<file path="src/rtl/core/pbms_ram.sv">
// ============================================================================
// pbms_ram
// Generic single-port synchronous RAM with a registered read.
// ============================================================================
`default_nettype none

module pbms_ram #(
  parameter int WIDTH = 8,
  parameter int DEPTH = 256
) (
  input  wire logic                     clk,
  input  wire logic                     we,
  input  wire logic [$clog2(DEPTH)-1:0] addr,
  input  wire logic [WIDTH-1:0]         wdata,
  output logic      [WIDTH-1:0]         rdata
);

  logic [WIDTH-1:0] mem [DEPTH];

  // Write into the array; the registered read returns the old data on a write.
  always_ff @(posedge clk) begin
    if (we) begin
      mem[addr] <= wdata;
    end
    rdata <= mem[addr];
  end

endmodule : pbms_ram

`default_nettype wire

</file>
<file path="config.mk">
export PLATFORM = sky130hd
export DESIGN_NAME = pbms_ram
export DESIGN_NICKNAME = d
export VERILOG_FILES = /design/src/rtl/core/pbms_ram.sv
export SDC_FILE = /design/constraint.sdc
export NUM_CORES = 2
export LEC_CHECK = 0
export BUFFER_PORTS_ARGS = -buffer_cell sky130_fd_sc_hd__buf_4
export CAP_MARGIN = 20
export CORE_ASPECT_RATIO = 0.8
export CORE_MARGIN = 2
export CORE_UTILIZATION = 58
export CTS_BUF_LIST = sky130_fd_sc_hd__clkbuf_4
export CTS_CLUSTER_DIAMETER = 200
export CTS_CLUSTER_SIZE = 14
export DETAILED_ROUTE_END_ITERATION = 6
export HOLD_SLACK_MARGIN = 0.15
export PLACE_DENSITY = 0.74
export SYNTH_ARGS = -nofsm -noshare
export SYNTH_HDL_FRONTEND = slang
export SYNTH_SLANG_ARGS = --single-unit
</file>
<file path="constraint.sdc">
create_clock -name clk -period 3 [get_ports clk]
set_clock_uncertainty 0.1 [all_clocks]
set_input_delay 0.3 -clock clk [delete_from_list [all_inputs] [get_ports clk]]
set_output_delay 0.3 -clock clk [all_outputs]
set_load 0.05 [all_outputs]
</file>
==> key figures <==
Pwr
  • Design internal power: 35900 uW
  • Share of total power in the clock network: 24.4%
  • Switching Fraction: 21.9%
  • Flop pwr share: 69.0%
  • Power Density: 529 nW/um^2
  • VDD IR max: 0.465 mV
  • Leak: 0.0269 uW
  • Psw: 10000 uW
  • Comb power frac: 6.6%

STA
  • Tightest Pin Transition: 1020 ps
  • Fin crit share: 95.7%
  • WHS: 221 ps
  • Final Hold Viols: 0
  • Slew margin rel.: 31.8%
  • Final WS setup: 128 ps
  • Max-slew violations: 0
  • Fmax achieved: 348 MHz
  • TNS Setup: 0 ps
  • Min cycle time layout: 2870 ps
  • Unrepaired setup endpoints after global routing: no
  • Final Setup Violations: 0

Final layout
  • Register area: 61700 um^2
  • Fill cell count: 8633
  • Fin cells: 5897
  • Synth-to-Final Area Change: 10.5%
  • Share of cells above drive strength 1: 31.3%
  • Final #Nets: 4105
  • Area of the multi-input gates: 15800 um^2
  • Design area: 86700 um^2

Synthesis
  • Post-synth top area share: 78.3%
  • Ys flop type: edfxtp_1
  • Yosys top cell by area: edfxtp_1
  • EDFF count, synth: 2048
  • Syn Area/Cell: 22.1 um^2
  • Synthesis-stage register bit count: 2056
  • Post-synthesis cell area: 78500 um^2
  • Most common cell in the netlist: edfxtp_1
  • Distinct cells, synth: 22
  • Mapped Cells: 3547
  • Ys Warns: 0
  • Most common library cells after synthesis: edfxtp_1 (2048), mux4_2 (512), a22oi_1 (256), nor2_1 (232), clkbuf_1 (145)
  • Sequential fraction of the synthesis area: 78.6%
  • Synth top area cells: edfxtp_1 (78%), mux4_2 (15%), a22oi_1 (2.4%), nor2_1 (1.1%), a21oi_1 (0.82%)
  • Net Count, Synth: 3565
  • FFs w/ async S/R, synth: 0%

Route
  • DRC viols: 0
  • Average wire per cell in the routed design: 32.2 um
  • Vias/cell: 6.72
  • Vias: 39600
  • Post-route ant nets: 0
  • Final WL: 190000 um
  • DRT Pass-1 Iters: 6
  • 1st-iter DRT viols: 6011

Die
  • I/O pin count: 26
  • Die height: 333 um
  • Core outline area: 134000 um^2
  • Die ar.: 138000 um^2
  • Row count: 120
  • Die Wd: 415 um
  • Initial cell density of the core: 58.5%

Global routing
  • Vias in the first global route: 39000
  • Gr usage total: 27.7%
  • Antenna violations before repair: 3
  • First-pass GRT wire length: 274000 um
  • Pin count of the biggest net entering global routing: 105
  • Overflow after GRT: 0

Worst setup path
  • Crit path DAT: 3920 ps
  • Worst endpoint required time: 4050 ps
  • Cell family with most CP delay: buffers and inverters
  • Worst setup EP type: flop
  • Critical-path cell list: dlygate4sd3_1, buf_8, buf_12, buf_12, mux4_2, a22oi_1, a21oi_1, dlygate4sd3_1, o41ai_1, buf_4, nand4_1
  • Critical path class: in2reg
  • Slowest cell on crit path: dlygate4sd3_1
  • Worst path bufs/invs: 6
  • CP max stage delay: 580 ps
  • Crit start category: input port
  • Crit Path Max Fanout: 18

Placement
  • Post-DP HPWL: 119000 um
  • Cells after DPL: 5649
  • DP Worst Slack: -643 ps
  • GPL Wtd Cong: 0.881
  • IO buf count: 25
  • Placed cell area: 84600 um^2

CTS
  • Worst skew pair latency: 1280 ps
  • Post-CTS Setup Repair Bufs: 0
  • CTS root buf: clkbuf_4
  • # H-tree levels: 4
  • Worst-case clock buffer depth: 3
  • CTS buffer count: 164
  • Clock Sinks: 2056
  • Clock-pin slew on the worst setup and hold paths: 150 ps
  • CTS tree: done

Hold path
  • Hold WC Path Type: in2reg

Run
  • Max cap viols: 0

Status
  • Outcome: complete, no violations
==> flip-flops by register name, summed over array words and instances (netlist names) <==
register	cells
mem	2048
rdata	8
==> path summary, 6_finish.rpt <==
| kind | startpoint | to | slack (ps) | cells past startpoint |
|---|---|---|---|---|
| worst max-delay path | addr[0] | rdata[6] | 130 | 11 |
| worst min-delay path | wdata[2] | mem[155][2] | 220 | 2 |
| worst max register to register | mem[243][6] | rdata[6] | 160 | 7 |
| worst min register to register | mem[71][6] | rdata[6] | 930 | 5 |
==> power by group through the flow <==
stage | combinational (uW) | clock (uW) | sequential, uW
2_1_floorplan | 1410 | 0 | 32400
3_3_place_gp | 2860 | 0 | 32300
3_5_place_dp | 2920 | 0 | 32300
4_1_cts | 3010 | 11400 | 31700
5_1_grt | 3160 | 12400 | 31700
6_report | 3020 | 11200 | 31700
==> kinds of logic (layout without fill, tap and decap cells) <==
family,count (synthesis),count (layout),synth area share [%]
mux,512,512,14.7
compound gates,416,416,3.62
simple gates,330,330,1.73
other cells,0,12,0
flops,2056,2056,78.6
buf+inv,233,802,1.40
==> timing repair <==
| item | in CTS | in global routing |
|---|---|---|
| endpoints found under the setup margin | 0 | 4 |
| hold buffers | 42 | 0 |
| endpoints found under the hold margin | 4096 | 0 |
| resized for setup | 0 | 4 |
==> layout make-up <==
cell class                      count  share of cell area, %
Inverter                            1                0.00433
Antenna cell                       12                 0.0346
Sequential cell                  2056                   71.1
Clock inverter                     11                  0.143
Clock buffer                      184                   1.59
Timing Repair Buffer              606                   6.37
Tap cell                         1769                   2.55
Multi-Input combinational cell   1258                   18.2
==> cell usage in the layout (no fill, tap or decap), types with 2 or more instances in the layout <==
master | Yosys | layout
nand3_1 | 13 | 13
nor3_1 | 30 | 30
bufinv_16 | 0 | 3
buf_4 | 16 | 499
a21oi_1 | 128 | 127
clkbuf_4 | 0 | 184
nand2b_1 | 6 | 5
inv_2 | 0 | 6
o41ai_2 | 0 | 2
clkbuf_8 | 0 | 8
nor2_1 | 232 | 231
buf_16 | 0 | 6
and2_1 | 3 | 2
edfxtp_1 | 2048 | 2048
a22oi_1 | 256 | 255
dlygate4sd3_1 | 0 | 35
nand4_1 | 8 | 8
diode_2 | 0 | 12
nor2b_1 | 7 | 5
mux4_2 | 512 | 512
dfxtp_1 | 8 | 8
nor2b_4 | 0 | 2
buf_12 | 0 | 56
or2_2 | 2 | 2
nand2_1 | 28 | 28
buf_8 | 0 | 2
o41ai_1 | 32 | 30
==> metal layers <==
layer	global-route usage, %	vias to the layer above	share of wire [%]
met5	0	-	0
met4	7.26	0	2.4
met3	6.99	274	13
met2	40.7	2566	46
met1	42.3	20800	39
li1	-	16000	-
==> stage by stage <==
step	utilization [%]	power (uW)
after floorplan	-	33800
after global placement	63.1	35200
after detailed placement	63.1	35200
after CTS	64.6	46100
after global routing	64.7	47200
final	64.7	45900
Power figures use the tool's default switching activity.
